$ cat src/sv/motor_position_pd_pwm_defines.svh
// Assertion macros shared by the motor position PD/PWM block.
// Included by the RTL files that carry concurrent checks; no other dependencies.
// Define NO_ASSERTIONS to compile the checks out.
`ifndef MOTOR_POSITION_PD_PWM_DEFINES_SVH
`define MOTOR_POSITION_PD_PWM_DEFINES_SVH

`ifndef NO_ASSERTIONS

// Check a property at every clock edge outside reset.
`define MPP_ASSERT_NOW(label, clk, rst_n, prop, msg) \
    label: assert property (@(posedge clk) disable iff (!rst_n) prop) \
        else $error(msg);

// Check that a condition leads to a consequence in the following cycle.
`define MPP_ASSERT_NEXT(label, clk, rst_n, ante, cons, msg) \
    label: assert property (@(posedge clk) disable iff (!rst_n) (ante) |=> (cons)) \
        else $error(msg);

`else

`define MPP_ASSERT_NOW(label, clk, rst_n, prop, msg)
`define MPP_ASSERT_NEXT(label, clk, rst_n, ante, cons, msg)

`endif

`endif

$ cat src/sv/mpp_pkg.sv
// Shared widths, register codes, reset values and control types of the
// motor position PD/PWM block. No dependencies.
package mpp_pkg;

    localparam int COUNT_W    = 32;
    localparam int CMD_W      = 13;
    localparam int BATT_W     = 15;
    localparam int DUTY_W     = 16;
    localparam int GAIN_W     = 32;
    localparam int SCALE_W    = 24;
    localparam int CFG_IDX_W  = 3;
    localparam int CFG_DATA_W = 32;
    localparam int ERR_W      = 56;
    localparam int VE_W       = 57;
    localparam int ACC_W      = 96;
    localparam int OPND_W     = 32;
    localparam int PROD_W     = 64;
    localparam int Q_FRAC     = 24;
    localparam int Q_OUT      = 40;

    localparam logic [CFG_IDX_W-1:0] CFG_POSITION_GAIN  = 3'd0;
    localparam logic [CFG_IDX_W-1:0] CFG_VELOCITY_GAIN  = 3'd1;
    localparam logic [CFG_IDX_W-1:0] CFG_BACK_EMF_GAIN  = 3'd2;
    localparam logic [CFG_IDX_W-1:0] CFG_COMMAND_SCALE  = 3'd3;
    localparam logic [CFG_IDX_W-1:0] CFG_PWM_PERIOD     = 3'd4;
    localparam logic [CFG_IDX_W-1:0] CFG_INVERT_ENCODER = 3'd5;

    localparam logic [GAIN_W-1:0]  POSITION_GAIN_RESET = 32'd22282240;
    localparam logic [GAIN_W-1:0]  VELOCITY_GAIN_RESET = 32'd0;
    localparam logic [GAIN_W-1:0]  BACK_EMF_GAIN_RESET = 32'd23359980;
    localparam logic [SCALE_W-1:0] COMMAND_SCALE_RESET = 24'd29595;
    localparam logic [DUTY_W-1:0]  PWM_PERIOD_RESET    = 16'd1000;

    localparam logic [BATT_W-1:0] LOW_BATTERY_MV      = 15'd10000;
    localparam logic [BATT_W-1:0] FALLBACK_BATTERY_MV = 15'd18000;

    // Alignment of a product before it enters the accumulator.
    typedef enum logic [1:0] {
        SHIFT_NONE,
        SHIFT_Q24,
        SHIFT_WORD
    } t_shift;

    typedef struct packed {
        logic   load;
        logic   mul;
        logic   acc;
        logic   neg;
        t_shift shift;
    } t_mac_ctl;

endpackage

$ cat src/sv/mpp_in_if.sv
// Input channel of the motor position PD/PWM block: one control tick.
// Depends on mpp_pkg for the field widths.
interface mpp_in_if import mpp_pkg::*; ();
    logic                     valid;
    logic                     ready;
    logic [COUNT_W-1:0]       encoder_count;
    logic signed [CMD_W-1:0]  speed_cmd_mm_s;
    logic [BATT_W-1:0]        battery_mv;

    modport source (output valid, encoder_count, speed_cmd_mm_s, battery_mv, input ready);
    modport sink (input valid, encoder_count, speed_cmd_mm_s, battery_mv, output ready);
endinterface

$ cat src/sv/mpp_out_if.sv
// Result channel of the motor position PD/PWM block: PWM compare values.
// Depends on mpp_pkg for the field widths.
interface mpp_out_if import mpp_pkg::*; ();
    logic                      valid;
    logic                      ready;
    logic [DUTY_W-1:0]         duty;
    logic                      forward;
    logic [DUTY_W-1:0]         compare_a;
    logic [DUTY_W-1:0]         compare_b;
    logic signed [COUNT_W-1:0] count_delta;

    modport source (output valid, duty, forward, compare_a, compare_b, count_delta,
                    input ready);
    modport sink (input valid, duty, forward, compare_a, compare_b, count_delta,
                  output ready);
endinterface

$ cat src/sv/mpp_mac.sv
// Shared 32x32 multiplier with a registered product and a 96-bit
// signed accumulator. Depends on mpp_pkg.
module mpp_mac import mpp_pkg::*; (
    input  logic              i_clk,
    input  t_mac_ctl          i_ctl,
    input  logic [OPND_W-1:0] i_a,
    input  logic [OPND_W-1:0] i_b,
    input  logic [ACC_W-1:0]  i_load_val,
    output logic [ACC_W-1:0]  o_acc,
    output logic [PROD_W-1:0] o_prod
);

    logic [PROD_W-1:0] r_prod;
    logic              r_neg;
    t_shift            r_shift;
    logic [ACC_W-1:0]  r_acc;
    logic [ACC_W-1:0]  w_base;
    logic [ACC_W-1:0]  w_ext;
    logic [ACC_W-1:0]  w_term;

    always_comb begin
        w_base = ACC_W'(r_prod);
        case (r_shift)
            SHIFT_Q24:  w_ext = w_base << Q_FRAC;
            SHIFT_WORD: w_ext = w_base << OPND_W;
            default:    w_ext = w_base;
        endcase
        // Subtract by adding the one's complement plus one.
        w_term = w_ext ^ {ACC_W{r_neg}};
    end

    always_ff @(posedge i_clk) begin
        if (i_ctl.mul) begin
            r_prod  <= PROD_W'(i_a) * PROD_W'(i_b);
            r_neg   <= i_ctl.neg;
            r_shift <= i_ctl.shift;
        end
        if (i_ctl.load) begin
            r_acc <= i_load_val;
        end else if (i_ctl.acc) begin
            r_acc <= r_acc + w_term + ACC_W'(r_neg);
        end
    end

    assign o_acc  = r_acc;
    assign o_prod = r_prod;

endmodule

$ cat src/sv/mpp_div.sv
// Restoring divider, one quotient bit per cycle, for the duty scaling.
// Depends on mpp_pkg and motor_position_pd_pwm_defines.svh.
`include "motor_position_pd_pwm_defines.svh"

module mpp_div import mpp_pkg::*; (
    input  logic                  i_clk,
    input  logic                  i_rst_n,
    input  logic                  i_start,
    input  logic [2*DUTY_W-1:0]   i_num,
    input  logic [BATT_W-1:0]     i_den,
    output logic                  o_busy,
    output logic [DUTY_W-1:0]     o_quot
);

    localparam int CNT_W = $clog2(DUTY_W + 1);

    logic                r_busy;
    logic [CNT_W-1:0]    r_cnt;
    logic [BATT_W-1:0]   r_rem;
    logic [DUTY_W-1:0]   r_quot;
    logic [BATT_W:0]     w_trial;
    logic [BATT_W:0]     w_diff;
    logic                w_ge;

    always_comb begin
        w_trial = {r_rem, r_quot[DUTY_W-1]};
        w_diff  = w_trial - {1'b0, i_den};
        w_ge    = (w_trial >= {1'b0, i_den});
    end

    always_ff @(posedge i_clk) begin
        if (!i_rst_n) begin
            r_busy <= 1'b0;
            r_cnt  <= '0;
        end else if (i_start) begin
            r_busy <= 1'b1;
            r_cnt  <= CNT_W'(DUTY_W);
        end else if (r_busy) begin
            r_cnt <= r_cnt - CNT_W'(1);
            if (r_cnt == CNT_W'(1)) begin
                r_busy <= 1'b0;
            end
        end
    end

    // Quotient fits the low half: seed the remainder with the high half.
    always_ff @(posedge i_clk) begin
        if (i_start) begin
            r_rem  <= i_num[DUTY_W +: BATT_W];
            r_quot <= i_num[DUTY_W-1:0];
        end else if (r_busy) begin
            r_rem  <= w_ge ? w_diff[BATT_W-1:0] : w_trial[BATT_W-1:0];
            r_quot <= {r_quot[DUTY_W-2:0], w_ge};
        end
    end

    assign o_busy = r_busy;
    assign o_quot = r_quot;

    `MPP_ASSERT_NOW(a_start_idle, i_clk, i_rst_n, i_start |-> !r_busy, "divider restarted while busy")
    `MPP_ASSERT_NOW(a_rem_below_den, i_clk, i_rst_n, r_busy |-> (r_rem < i_den), "remainder not below divisor")
    `MPP_ASSERT_NEXT(a_start_loads, i_clk, i_rst_n, i_start, r_busy && (r_cnt == CNT_W'(DUTY_W)), "divider did not load")

endmodule

$ cat src/sv/motor_position_pd_pwm.sv
// Top level of the motor position PD/PWM block: register file, sequencer,
// shared multiply-accumulate and duty divider.
// Depends on mpp_pkg, mpp_in_if, mpp_out_if, mpp_mac, mpp_div and the defines header.
//
//  channel   direction  handshake        payload
//  i_in      sink       valid / ready    encoder_count, speed_cmd_mm_s, battery_mv
//  o_out     source     valid / ready    duty, forward, compare_a, compare_b, count_delta
//  i_cfg_*   write      i_cfg_we         i_cfg_idx selects register, i_cfg_data value
//
// From acceptance until the result shows and input ready returns, a transaction runs
// seven products on one shared 32x32 multiplier (a multiply state, then an accumulate
// state, for each control-law product) and 16 quotient-bit steps of the duty divider.
// Input ready is high only while the sequencer is idle; a stalled sink holds the
// result in the output register and the next one in the sequencer's last state.
// Synchronous active-low reset clears the sequencer and loop state, presets registers.
`include "motor_position_pd_pwm_defines.svh"

module motor_position_pd_pwm import mpp_pkg::*; (
    input  logic                  i_clk,
    input  logic                  i_rst_n,
    input  logic                  i_cfg_we,
    input  logic [CFG_IDX_W-1:0]  i_cfg_idx,
    input  logic [CFG_DATA_W-1:0] i_cfg_data,
    mpp_in_if.sink                i_in,
    mpp_out_if.source             o_out
);

    // Sequencer states.
    localparam logic [3:0] S_IDLE   = 4'd0;
    localparam logic [3:0] S_MUL    = 4'd1;
    localparam logic [3:0] S_ACC    = 4'd2;
    localparam logic [3:0] S_PE     = 4'd3;
    localparam logic [3:0] S_MAG    = 4'd4;
    localparam logic [3:0] S_ABS    = 4'd5;
    localparam logic [3:0] S_CLAMP  = 4'd6;
    localparam logic [3:0] S_DIV_GO = 4'd7;
    localparam logic [3:0] S_DIV    = 4'd8;
    localparam logic [3:0] S_OUT    = 4'd9;

    // Products run through the shared multiplier, in order.
    localparam logic [2:0] STEP_CMD   = 3'd0;
    localparam logic [2:0] STEP_PE_LO = 3'd1;
    localparam logic [2:0] STEP_PE_HI = 3'd2;
    localparam logic [2:0] STEP_VE_LO = 3'd3;
    localparam logic [2:0] STEP_VE_HI = 3'd4;
    localparam logic [2:0] STEP_BEMF  = 3'd5;
    localparam logic [2:0] STEP_DUTY  = 3'd6;

    // Configuration registers.
    logic [GAIN_W-1:0]  r_position_gain;
    logic [GAIN_W-1:0]  r_velocity_gain;
    logic [GAIN_W-1:0]  r_back_emf_gain;
    logic [SCALE_W-1:0] r_command_scale;
    logic [DUTY_W-1:0]  r_pwm_period;
    logic               r_invert_encoder;

    // Sequencer.
    logic [3:0] r_state, n_state;
    logic [2:0] r_step, n_step;

    // Loop state and per-transaction working registers.
    logic [COUNT_W-1:0] r_prev;
    logic [ERR_W-1:0]   r_pos_err;
    logic [COUNT_W-1:0] r_delta;
    logic [CMD_W-1:0]   r_cmd_mag;
    logic               r_cmd_neg;
    logic [BATT_W-1:0]  r_batt;
    logic [VE_W-1:0]    r_ve;
    logic [ERR_W-1:0]   r_pe_mag;
    logic [VE_W-1:0]    r_ve_mag;
    logic [COUNT_W-1:0] r_dlt_mag;
    logic               r_fwd;
    logic [ACC_W-Q_OUT-1:0] r_abs_hi;
    logic [BATT_W-1:0]  r_mag;

    // Output register.
    logic               r_out_valid;
    logic [DUTY_W-1:0]  r_out_duty;
    logic               r_out_fwd;
    logic [COUNT_W-1:0] r_out_delta;

    // Datapath wires.
    logic                w_in_acc;
    logic                w_out_load;
    logic [COUNT_W-1:0]  w_cur;
    logic [COUNT_W-1:0]  w_dbits;
    logic [CMD_W-1:0]    w_cmd;
    logic [VE_W-1:0]     w_ve;
    logic [ERR_W+1:0]    w_pe_sum;
    logic [ERR_W-1:0]    w_pe_sat;
    logic [ACC_W-1:0]    w_abs;
    t_mac_ctl            w_mac_ctl;
    logic [OPND_W-1:0]   w_mac_a;
    logic [OPND_W-1:0]   w_mac_b;
    logic [ACC_W-1:0]    w_load_val;
    logic [ACC_W-1:0]    w_acc;
    logic [PROD_W-1:0]   w_prod;
    logic                w_div_start;
    logic                w_div_busy;
    logic [DUTY_W-1:0]   w_quot;

    assign w_in_acc   = i_in.valid && i_in.ready;
    assign w_out_load = (r_state == S_OUT) && (!r_out_valid || o_out.ready);

    // Register writes; indexes past the list are dropped.
    always_ff @(posedge i_clk) begin
        if (!i_rst_n) begin
            r_position_gain  <= POSITION_GAIN_RESET;
            r_velocity_gain  <= VELOCITY_GAIN_RESET;
            r_back_emf_gain  <= BACK_EMF_GAIN_RESET;
            r_command_scale  <= COMMAND_SCALE_RESET;
            r_pwm_period     <= PWM_PERIOD_RESET;
            r_invert_encoder <= 1'b0;
        end else if (i_cfg_we) begin
            unique case (i_cfg_idx)
                CFG_POSITION_GAIN:  r_position_gain  <= i_cfg_data[GAIN_W-1:0];
                CFG_VELOCITY_GAIN:  r_velocity_gain  <= i_cfg_data[GAIN_W-1:0];
                CFG_BACK_EMF_GAIN:  r_back_emf_gain  <= i_cfg_data[GAIN_W-1:0];
                CFG_COMMAND_SCALE:  r_command_scale  <= i_cfg_data[SCALE_W-1:0];
                CFG_PWM_PERIOD:     r_pwm_period     <= i_cfg_data[DUTY_W-1:0];
                CFG_INVERT_ENCODER: r_invert_encoder <= i_cfg_data[0];
                default: ;
            endcase
        end
    end

    // Sequencer next state.
    always_comb begin
        n_state = r_state;
        n_step  = r_step;
        unique case (r_state)
            S_IDLE: begin
                if (w_in_acc) begin
                    n_state = S_MUL;
                    n_step  = STEP_CMD;
                end
            end
            S_MUL: begin
                n_state = (r_step == STEP_DUTY) ? S_DIV_GO : S_ACC;
            end
            S_ACC: begin
                if (r_step == STEP_CMD) begin
                    n_state = S_PE;
                end else if (r_step == STEP_BEMF) begin
                    n_state = S_ABS;
                end else begin
                    n_state = S_MUL;
                    n_step  = r_step + 3'd1;
                end
            end
            S_PE:     n_state = S_MAG;
            S_MAG: begin
                n_state = S_MUL;
                n_step  = STEP_PE_LO;
            end
            S_ABS:    n_state = S_CLAMP;
            S_CLAMP: begin
                n_state = S_MUL;
                n_step  = STEP_DUTY;
            end
            S_DIV_GO: n_state = S_DIV;
            S_DIV: begin
                if (!w_div_busy) begin
                    n_state = S_OUT;
                end
            end
            S_OUT: begin
                if (w_out_load) begin
                    n_state = S_IDLE;
                end
            end
            default:  n_state = S_IDLE;
        endcase
    end

    always_ff @(posedge i_clk) begin
        if (!i_rst_n) begin
            r_state <= S_IDLE;
            r_step  <= STEP_CMD;
        end else begin
            r_state <= n_state;
            r_step  <= n_step;
        end
    end

    // Encoder delta and command magnitude at acceptance.
    always_comb begin
        w_cur   = r_invert_encoder ? (~i_in.encoder_count + COUNT_W'(1)) : i_in.encoder_count;
        w_dbits = w_cur - r_prev;
        w_cmd   = i_in.speed_cmd_mm_s;
    end

    // Position error: velocity error sits in the low bits of the accumulator.
    always_comb begin
        w_ve     = w_acc[VE_W-1:0];
        w_pe_sum = {{2{r_pos_err[ERR_W-1]}}, r_pos_err} + {w_ve[VE_W-1], w_ve};
        if (w_pe_sum[ERR_W+1:ERR_W-1] == 3'b000 || w_pe_sum[ERR_W+1:ERR_W-1] == 3'b111) begin
            w_pe_sat = w_pe_sum[ERR_W-1:0];
        end else if (w_pe_sum[ERR_W+1]) begin
            w_pe_sat = {1'b1, {(ERR_W-1){1'b0}}};
        end else begin
            w_pe_sat = {1'b0, {(ERR_W-1){1'b1}}};
        end
        w_abs = w_acc[ACC_W-1] ? (~w_acc + ACC_W'(1)) : w_acc;
    end

    always_ff @(posedge i_clk) begin
        if (!i_rst_n) begin
            r_prev    <= '0;
            r_pos_err <= '0;
        end else begin
            if (w_in_acc) begin
                r_prev <= w_cur;
            end
            if (r_state == S_PE) begin
                r_pos_err <= w_pe_sat;
            end
        end
    end

    always_ff @(posedge i_clk) begin
        if (w_in_acc) begin
            r_delta   <= w_dbits;
            r_cmd_neg <= w_cmd[CMD_W-1];
            r_cmd_mag <= w_cmd[CMD_W-1] ? (~w_cmd + CMD_W'(1)) : w_cmd;
            r_batt    <= (i_in.battery_mv < LOW_BATTERY_MV) ? FALLBACK_BATTERY_MV
                                                            : i_in.battery_mv;
        end
        if (r_state == S_PE) begin
            r_ve <= w_ve;
        end
        // Magnitudes feed the unsigned multiplier; signs go to the accumulator.
        if (r_state == S_MAG) begin
            r_pe_mag  <= r_pos_err[ERR_W-1] ? (~r_pos_err + ERR_W'(1)) : r_pos_err;
            r_ve_mag  <= r_ve[VE_W-1] ? (~r_ve + VE_W'(1)) : r_ve;
            r_dlt_mag <= r_delta[COUNT_W-1] ? (~r_delta + COUNT_W'(1)) : r_delta;
        end
        if (r_state == S_ABS) begin
            r_fwd    <= !w_acc[ACC_W-1] && (w_acc != '0);
            r_abs_hi <= w_abs[ACC_W-1:Q_OUT];
        end
        // Clamp the drive magnitude to the battery.
        if (r_state == S_CLAMP) begin
            r_mag <= (r_abs_hi > (ACC_W-Q_OUT)'(r_batt)) ? r_batt : r_abs_hi[BATT_W-1:0];
        end
    end

    // Operand select for the shared multiplier.
    always_comb begin
        w_mac_a         = '0;
        w_mac_b         = '0;
        w_mac_ctl.neg   = 1'b0;
        w_mac_ctl.shift = SHIFT_NONE;
        case (r_step)
            STEP_CMD: begin
                w_mac_a       = OPND_W'(r_cmd_mag);
                w_mac_b       = OPND_W'(r_command_scale);
                w_mac_ctl.neg = !r_cmd_neg;
            end
            STEP_PE_LO: begin
                w_mac_a       = r_pe_mag[OPND_W-1:0];
                w_mac_b       = r_position_gain;
                w_mac_ctl.neg = !r_pos_err[ERR_W-1];
            end
            STEP_PE_HI: begin
                w_mac_a         = OPND_W'(r_pe_mag[ERR_W-1:OPND_W]);
                w_mac_b         = r_position_gain;
                w_mac_ctl.neg   = !r_pos_err[ERR_W-1];
                w_mac_ctl.shift = SHIFT_WORD;
            end
            STEP_VE_LO: begin
                w_mac_a       = r_ve_mag[OPND_W-1:0];
                w_mac_b       = r_velocity_gain;
                w_mac_ctl.neg = !r_ve[VE_W-1];
            end
            STEP_VE_HI: begin
                w_mac_a         = OPND_W'(r_ve_mag[VE_W-1:OPND_W]);
                w_mac_b         = r_velocity_gain;
                w_mac_ctl.neg   = !r_ve[VE_W-1];
                w_mac_ctl.shift = SHIFT_WORD;
            end
            STEP_BEMF: begin
                w_mac_a         = r_dlt_mag;
                w_mac_b         = r_back_emf_gain;
                w_mac_ctl.neg   = r_delta[COUNT_W-1];
                w_mac_ctl.shift = SHIFT_Q24;
            end
            STEP_DUTY: begin
                w_mac_a = OPND_W'(r_pwm_period);
                w_mac_b = OPND_W'(r_mag);
            end
            default: ;
        endcase
        w_mac_ctl.mul  = (r_state == S_MUL);
        w_mac_ctl.acc  = (r_state == S_ACC);
        // Seed with delta in Q24 for the velocity error, clear before the control law.
        w_mac_ctl.load = (r_state == S_MAG) || (r_state == S_MUL && r_step == STEP_CMD);
        w_load_val     = (r_state == S_MAG) ? '0
                       : {{(ACC_W-COUNT_W-Q_FRAC){r_delta[COUNT_W-1]}}, r_delta,
                          {Q_FRAC{1'b0}}};
    end

    mpp_mac u_mac (
        .i_clk      (i_clk),
        .i_ctl      (w_mac_ctl),
        .i_a        (w_mac_a),
        .i_b        (w_mac_b),
        .i_load_val (w_load_val),
        .o_acc      (w_acc),
        .o_prod     (w_prod)
    );

    assign w_div_start = (r_state == S_DIV_GO);

    mpp_div u_div (
        .i_clk   (i_clk),
        .i_rst_n (i_rst_n),
        .i_start (w_div_start),
        .i_num   (w_prod[2*DUTY_W-1:0]),
        .i_den   (r_batt),
        .o_busy  (w_div_busy),
        .o_quot  (w_quot)
    );

    // Hold the result until the sink takes it.
    always_ff @(posedge i_clk) begin
        if (!i_rst_n) begin
            r_out_valid <= 1'b0;
        end else if (w_out_load) begin
            r_out_valid <= 1'b1;
        end else if (o_out.ready) begin
            r_out_valid <= 1'b0;
        end
    end

    always_ff @(posedge i_clk) begin
        if (w_out_load) begin
            r_out_duty  <= w_quot;
            r_out_fwd   <= r_fwd;
            r_out_delta <= r_delta;
        end
    end

    assign i_in.ready        = (r_state == S_IDLE);
    assign o_out.valid       = r_out_valid;
    assign o_out.duty        = r_out_duty;
    assign o_out.forward     = r_out_fwd;
    assign o_out.compare_a   = r_out_fwd ? r_out_duty : '0;
    assign o_out.compare_b   = r_out_fwd ? '0 : r_out_duty;
    assign o_out.count_delta = r_out_delta;

    `MPP_ASSERT_NOW(a_duty_in_range, i_clk, i_rst_n, r_out_valid |-> (r_out_duty <= r_pwm_period), "duty above period")
    `MPP_ASSERT_NOW(a_mag_clamped, i_clk, i_rst_n, (r_state == S_MUL && r_step == STEP_DUTY) |-> (r_mag <= r_batt), "magnitude above battery")
    `MPP_ASSERT_NEXT(a_accept_starts, i_clk, i_rst_n, w_in_acc, r_state == S_MUL && r_step == STEP_CMD && !i_in.ready, "accept did not start sequence")

endmodule
$ cat src/flat_wrapper.sv
// flat-port wrapper written by rule: the top's interface ports become plain ports
module motor_position_pd_pwm_flat import mpp_pkg::*;
  (i_clk, i_rst_n, i_cfg_we, i_cfg_idx, i_cfg_data, i_in_valid, i_in_encoder_count, i_in_speed_cmd_mm_s, i_in_battery_mv, i_in_ready, o_out_valid, o_out_duty, o_out_forward, o_out_compare_a, o_out_compare_b, o_out_count_delta, o_out_ready);
  mpp_in_if i_in_i ();
  mpp_out_if o_out_i ();
  input  logic i_clk;
  input  logic i_rst_n;
  input  logic i_cfg_we;
  input  logic [CFG_IDX_W-1:0] i_cfg_idx;
  input  logic [CFG_DATA_W-1:0] i_cfg_data;
  input wire logic [$bits(i_in_i.valid)-1:0] i_in_valid;
  input wire logic [$bits(i_in_i.encoder_count)-1:0] i_in_encoder_count;
  input wire logic [$bits(i_in_i.speed_cmd_mm_s)-1:0] i_in_speed_cmd_mm_s;
  input wire logic [$bits(i_in_i.battery_mv)-1:0] i_in_battery_mv;
  output wire logic [$bits(i_in_i.ready)-1:0] i_in_ready;
  output wire logic [$bits(o_out_i.valid)-1:0] o_out_valid;
  output wire logic [$bits(o_out_i.duty)-1:0] o_out_duty;
  output wire logic [$bits(o_out_i.forward)-1:0] o_out_forward;
  output wire logic [$bits(o_out_i.compare_a)-1:0] o_out_compare_a;
  output wire logic [$bits(o_out_i.compare_b)-1:0] o_out_compare_b;
  output wire logic [$bits(o_out_i.count_delta)-1:0] o_out_count_delta;
  input wire logic [$bits(o_out_i.ready)-1:0] o_out_ready;
  assign i_in_i.valid = i_in_valid;
  assign i_in_i.encoder_count = i_in_encoder_count;
  assign i_in_i.speed_cmd_mm_s = i_in_speed_cmd_mm_s;
  assign i_in_i.battery_mv = i_in_battery_mv;
  assign i_in_ready = i_in_i.ready;
  assign o_out_valid = o_out_i.valid;
  assign o_out_duty = o_out_i.duty;
  assign o_out_forward = o_out_i.forward;
  assign o_out_compare_a = o_out_i.compare_a;
  assign o_out_compare_b = o_out_i.compare_b;
  assign o_out_count_delta = o_out_i.count_delta;
  assign o_out_i.ready = o_out_ready;
  motor_position_pd_pwm u_core (.i_clk(i_clk), .i_rst_n(i_rst_n), .i_cfg_we(i_cfg_we), .i_cfg_idx(i_cfg_idx), .i_cfg_data(i_cfg_data), .i_in(i_in_i), .o_out(o_out_i));
endmodule
$ cat config.mk
export PLATFORM = sky130hd
export DESIGN_NAME = motor_position_pd_pwm_flat
export DESIGN_NICKNAME = d
export VERILOG_FILES = /design/src/sv/mpp_pkg.sv /design/src/sv/mpp_in_if.sv /design/src/sv/mpp_out_if.sv /design/src/sv/mpp_mac.sv /design/src/sv/mpp_div.sv /design/src/sv/motor_position_pd_pwm.sv /design/src/flat_wrapper.sv
export VERILOG_INCLUDE_DIRS = /design/src /design/src/sv
export SDC_FILE = /design/constraint.sdc
export NUM_CORES = 2
export LEC_CHECK = 0
export ABC_AREA = 1
export BUFFER_PORTS_ARGS = -buffer_cell sky130_fd_sc_hd__buf_2
export CELL_PAD_IN_SITES_DETAIL_PLACEMENT = 0
export CELL_PAD_IN_SITES_GLOBAL_PLACEMENT = 1
export CORE_ASPECT_RATIO = 2
export CORE_MARGIN = 4
export CORE_UTILIZATION = 40
export CTS_BUF_LIST = sky130_fd_sc_hd__clkbuf_2 sky130_fd_sc_hd__clkbuf_4 sky130_fd_sc_hd__clkbuf_8
export CTS_CLUSTER_SIZE = 28
export DETAILED_ROUTE_END_ITERATION = 6
export HOLD_SLACK_MARGIN = 0.08
export PLACE_DENSITY = 0.65
export SLEW_MARGIN = 20
export SYNTH_ARGS = -nofsm -noshare
export SYNTH_HDL_FRONTEND = slang
export SYNTH_SLANG_ARGS = --single-unit
$ cat constraint.sdc
create_clock -name i_clk -period 15.9 [get_ports i_clk]
set_input_delay 3.18 -clock i_clk [delete_from_list [all_inputs] [get_ports i_clk]]
set_output_delay 3.18 -clock i_clk [all_outputs]
set_load 0.01 [all_outputs]
After elaboration in Yosys (flattened, before gate mapping)

Cells that the tools add are included.

Bits in registers: 817
Input bits: 100
Output and inout port bits: 83
Logic and storage cells: 169

Add/subtract/negate cells: 13
Multiply operators: 1
Magnitude comparators: 3
Eq/ne operators: 29
Muxes and demuxes: 42
Bitwise logic cells: 8
Reductions and logical operators: 34

Operators with widths:

| cell                  | number |
|---|---|
| $mux 96               | 3 |
| $pmux 32 s7           | 1 |
| $pmux 96 s2           | 1 |
| $mux 56               | 3 |
| $pmux 32 s5           | 1 |
| $add 96x1->96         | 1 |
| $add 96x1->96 const B | 1 |
| $add 96x96->96        | 1 |
| $not 96->96           | 1 |
| $reduce_bool 96->1    | 1 |
| $xor 96x96->96        | 1 |
| $mux 95               | 1 |
| $add 32x1->32 const B | 2 |
| $mul 32x32->64        | 1 |
| $mux 16               | 4 |
| $not 32->32           | 2 |
| $mux 15               | 4 |
| $add 56x57->58        | 1 |
| $add 57x1->57 const B | 1 |
| $not 57->57           | 1 |
| $add 56x1->56 const B | 1 |
| $gt 56x15->1          | 1 |
| $not 56->56           | 1 |
| $mux 55               | 1 |
| other kinds (43)      | 94 |

Logic depth before layout (Yosys ltp)

Word-level depth: 7
Depth in mapped cells: 42
Depth with buffers taken out: 39

Cells and area by module

Synthesis repeated with hierarchy kept, for this count alone.

Cell total of the unflattened synthesis: 12480
Area, all modules: 91418.9 µm²

Modules (own cells, without submodules):

| module                | times used | cells each | area an instance (µm²) | seq. area each (µm²) |
|---|---|---|---|---|
| mpp_mac               | 1          | 7435       | 52510.4                | 4894.7 |
| motor_position_pd_pwm | 1          | 4648       | 36148.4                | 16195.5 |
| mpp_div               | 1          | 397        | 2760.1                 | 1051.0 |

Least setup slack after synthesis

Ideal clock, no wire load.

Path type: register to register
From: reg u_core.r_state[2]
To: reg u_core.u_mac.r_acc[0] (netlist: u_core.u_mac.o_acc[0]) (enable)
Library setup time: 458 ps
Arrival time: 9828 ps
Required time: 15442 ps
Path slack: 5615 ps
Cell stages (with the launch flop): 10
Path buffers: 1
Period minus slack after synthesis: 10285 ps
Cell sequence: dfxtp_1 > inv_1 > nor2_1 > inv_1 > nor2_1 > inv_1 > nand2_1 > inv_2 > clkbuf_1 > nand2_1

Word-level cells in the longest chain between the ends: 4
Elaborated cells on any way between the ends: 6
Classes of those cells: 3 x eq/ne; 3 x reduce/logical

Ends and longest elaborated chain:

| element                              | line                         | source |
|---|---|---|
| start: declaration                   | motor_position_pd_pwm.sv:58  | `logic [3:0] r_state, n_state;` |
| start signal: assignment             | motor_position_pd_pwm.sv:181 | `r_state <= n_state;` |
| $eq 4x1->1                           | motor_position_pd_pwm.sv:297 | `w_mac_ctl.load = (r_state == S_MAG) \|\| (r_state == S_MUL && r_step == STEP_CMD);` |
| $logic_and 1x1->1                    | motor_position_pd_pwm.sv:297 |  |
| $logic_or 1x1->1                     | motor_position_pd_pwm.sv:297 |  |
| $reduce_bool 2->1 (no source line) * | --                           |  |
| end signal: assignment               | mpp_mac.sv:39                | `r_acc <= i_load_val;` |
| end signal: assignment               | mpp_mac.sv:41                | `r_acc <= r_acc + w_term + ACC_W'(r_neg);` |
| end: declaration                     | mpp_mac.sv:16                | `logic [ACC_W-1:0] r_acc;` |

Mark *: on every way between the ends. The rest lies on a longest branch, timed or not.
A chain may end at the register's enable or synchronous reset.

Worst setup path after layout

From: reg u_core.r_step[0]
To: reg u_core.u_mac.r_prod[50] (netlist: u_core.u_mac.o_prod[50]), data pin

Word-level cells in the longest chain between the ends: 4
Elaborated cells on any way between the ends: 12
Classes of those cells: 1 x mul; 6 x eq/ne; 2 x mux; 3 x reduce/logical

Ends and longest elaborated chain:

| element                            | line                         | source |
|---|---|---|
| start: declaration                 | motor_position_pd_pwm.sv:59  | `logic [2:0] r_step, n_step;` |
| start signal: assignment           | motor_position_pd_pwm.sv:182 | `r_step <= n_step;` |
| $eq 3x2->1 (tied with other cells) | motor_position_pd_pwm.sv:254 | `case (r_step)` |
| $reduce_or 2->1 (no source line)   | --                           |  |
| $pmux 32 s5                        | motor_position_pd_pwm.sv:254 |  |
| $mul 32x32->64 *                   | mpp_mac.sv:34                | `r_prod <= PROD_W'(i_a) * PROD_W'(i_b);` |
| end signal: assignment             | mpp_mac.sv:34                |  |
| end: declaration                   | mpp_mac.sv:13                | `logic [PROD_W-1:0] r_prod;` |

Marked as above.

==> impl_metrics.env <==
export IMPL_result_of_the_run="finished clean"
export IMPL_rsz0062_at_grt="false"
export IMPL_number_of_global_route_vias_before_repair=85600
export IMPL_detail_route_vias_per_cell=5.64
export IMPL_final_net_count=13000
export IMPL_clk_path_buf_depth=3
export IMPL_floorplan_core_area_um2=217000
export IMPL_clk_insertion_delay_late_ns=0.94
export IMPL_max_cap_viol_count=0
export IMPL_ctsRootBufferMaster="clkbuf_8"
export IMPL_drtAntennaViolNets=0
export IMPL_setup_viol=0
export IMPL_cts_sinks=817
export IMPL_drt_initial_drc_count=6915
export IMPL_numCtsBuffers=120
export IMPL_tritoncts="built"
export IMPL_critPathKind="reg2reg"
export IMPL_die_area_um2=226000
export IMPL_critPathRequiredTime_ns=16.51
export IMPL_dp_hpwl_um=384000
export IMPL_routed_wire_length_per_instance_um=32.6
export IMPL_synth_enable_flop_cells=578
export IMPL_synthDominantCellAreaShare_pct=20.6
export IMPL_timing_final_crit_share_pct=74.9
export IMPL_boundaryPins=183
export IMPL_wire_length_after_detailed_routing_um=470000
export IMPL_cpPeakStageDelay_ns=1.21
export IMPL_post_cts_buffers=0
export IMPL_syn_nets=12800
export IMPL_period_needed_ns=11.90
export IMPL_worst_endpoint_arrival_ns=12.51
export IMPL_post_route_worst_setup_slack_ns=4.00
export IMPL_worst_slew_pin_transition_ns=1.26
export IMPL_global_route_overflow_total=0
export IMPL_synthCells=11300
export IMPL_synth_to_layout_area_growth_pct=8.64
export IMPL_synth_area_per_cell_um2=7.71
export IMPL_cts_clk_slew_worst_paths_ns=0.08
export IMPL_proportion_of_register_bits_with_asynchronous_set_or_reset_after_synthesis_pct=0
export IMPL_detailedPlace_worstSlack_ns=4.79
export IMPL_setup_worst_path_start_class="flip-flop"
export IMPL_pin_count_of_the_biggest_net_entering_global_routing=142
export IMPL_fp_dieH_um=669
export IMPL_worst_hold_path_type="reg2reg"
export IMPL_port_buffers=182
export IMPL_fin_worst_skew_ns=0.0892
export IMPL_post_route_cells_drive_above_1_share_pct=6.09
export IMPL_drc_violation_count_after_routing=0
export IMPL_global_route_wire_length_before_repair_um=646000
export IMPL_crit_path_max_fanout=26
export IMPL_critical_path_endpoint_type="flip-flop"
export IMPL_post_cts_resized=0
export IMPL_antenna_violations_before_repair=23
export IMPL_gp_congestion=1.11
export IMPL_yosys_register_bits=817
export IMPL_row_cnt=242
export IMPL_critical_path_top_cell_by_count="fa_1"
export IMPL_fmax_mhz=84.0
export IMPL_drtPass1Iterations=7
export IMPL_htree_num_levels=3
export IMPL_detailroute_via_count=81300
export IMPL_initial_utilization_pct=40.2
export IMPL_synth_largest_area_cell="fa_1"
export IMPL_num_fill_cells=22600
export IMPL_design_area_um2=94900
export IMPL_placed_area_um2=92000
export IMPL_synthesis_area_um2=87400
export IMPL_grt_total_usage_pct=41.0
export IMPL_maxSlewHeadroom_pct=16.1
export IMPL_cpMaxStageDelayCell="nor2_1"
export IMPL_synthFlopType="edfxtp_1"
export IMPL_dieWidth_um=338
export IMPL_holdBufCountCts=0
export IMPL_timing_hold_violations_final=0
export IMPL_warnings_from_yosys=0
export IMPL_synth_sequential_area_ratio_pct=25.3
export IMPL_synth_cell_type_count=64
export IMPL_synth_top_cells_by_area="fa_1 21%, edfxtp_1 20%, inv_1 9.6%"
export IMPL_sum_of_negative_setup_slack_ns=0
export IMPL_finalMaxSlewViolations=0
kinds of logic after synthesis:
group,share of synthesized area (%)
and+or+nand+nor,20.8
buffers and inverters,11.4
AOI/OAI and AO/OA,10.1
adders and majority gates,27.6
DFF,25.3
xor gates and xnor gates,4.74
placed cells by master, fill, tap and decap left out, types with 34 or more instances in the layout:
master and count:
inv_1 2227, nand2_1 2227, nor2_1 1528, fa_1 899
o21ai_0 580, edfxtp_1 578, a21oi_1 568, ha_1 489
xor2_1 356, nand3_1 333, dfxtp_1 239, buf_4 185
buf_2 181, nor3_1 135, clkbuf_8 121, xnor2_1 116
nand4_1 92, o22ai_1 85, nor4_1 78, a31oi_1 71
o21bai_1 57, clkinv_1 39, a21o_1 34
Yosys cell counts (15+ instances only):
cell type / instances
o211ai_1: 15
nand3_1: 336
inv_2: 15
xnor2_1: 117
nor4_1: 79
dfxtp_1: 239
nor2_1: 1550
o22ai_1: 85
o21bai_1: 57
nand2_1: 2229
ha_1: 489
o21ai_0: 582
inv_1: 2232
buf_2: 109
o21a_1: 23
xor2_1: 356
a21oi_1: 568
a21o_1: 34
edfxtp_1: 578
nor3_1: 138
clkbuf_1: 201
a221oi_1: 27
a31oi_1: 72
fa_1: 900
nor2_2: 21
nand4_1: 92
final cells by class:
class,count,area (um^2),area share (%)
Antenna cell,19,47.5,0.0501
Clock buffer,140,1810,1.90
Clock inverter,88,1050,1.11
Inverter,2261,8490,8.94
Multi-Input combinational cell,7927,55600,58.5
Sequential cell,817,22100,23.3
Tap cell,2806,3510,3.70
Timing Repair Buffer,369,2330,2.45
state kept, by name (all words and copies together) (netlist names), 13 cells and up:
name and cells:
u_core.r_velocity_gain 32, u_core.r_pe_mag 56, u_core.r_back_emf_gain 32, u_core.r_pwm_period 16, u_core.u_div.r_rem 15, u_core.r_position_gain 32, u_core.r_abs_hi 56, u_core.r_prev 32
u_core.r_mag 15, u_core.o_out.count_delta 32, u_core.r_batt 15, u_core.u_mac.o_prod 64, u_core.r_ve_mag 57, u_core.r_ve 57, u_core.r_cmd_mag 13, u_core.r_delta 32
u_core.r_command_scale 24, u_core.u_div.o_quot 16, u_core.r_dlt_mag 32, u_core.u_mac.o_acc 96, u_core.r_pos_err 56, u_core.o_out.duty 16
through the flow:
stage | instances | utilization, % | hold slack (ns)
after floorplan | 11300 | - | 0.400
after CTS | 14400 | 43.6 | 0.434
after global placement | 14200 | 42.3 | 0.407
after global routing | 14400 | 43.7 | 0.435
after detailed placement | 14200 | 42.3 | 0.415
final | 14400 | 43.7 | 0.428
routing by layer:
layer,global-route usage (%),vias to the layer above,part of all wire [%]
li1,-,35900,-
met1,34.5,39700,28
met2,73.7,3753,50
met3,8.12,1967,6.0
met4,49.7,10,15
met5,0,-,0.016
path summary, 6_finish.rpt:
| kind | from | to | slack, ns | cells past startpoint |
|---|---|---|---|---|
| setup / recovery | u_core.r_step[0]$_SDFFE_PN0P_ | u_core.u_mac.o_prod[50]$_DFFE_PN_ | 4.00 | 33 |
| hold / removal | u_core.r_fwd$_DFFE_PN_ | u_core.o_out.forward$_DFFE_PP_ | 0.43 | 0 |
| setup reg to reg | u_core.r_step[0]$_SDFFE_PN0P_ | u_core.u_mac.o_prod[50]$_DFFE_PN_ | 4.00 | 33 |
| hold reg to reg | u_core.r_fwd$_DFFE_PN_ | u_core.o_out.forward$_DFFE_PP_ | 0.43 | 0 |
critical path, delay by kind of cell (launching register included):
kind	cells	cell delay [ns]
xor gates and xnor gates	1	0.18
adders and majority gates	10	4.79
DFF	1	0.35
and+or+nand+nor	6	1.67
buffers and inverters	10	2.81
AOI/OAI and AO/OA	6	1.65
Power is left out: the tool's default activity adds up to more than one toggle a clock period on the data nets, which glitch-free logic cannot reach.
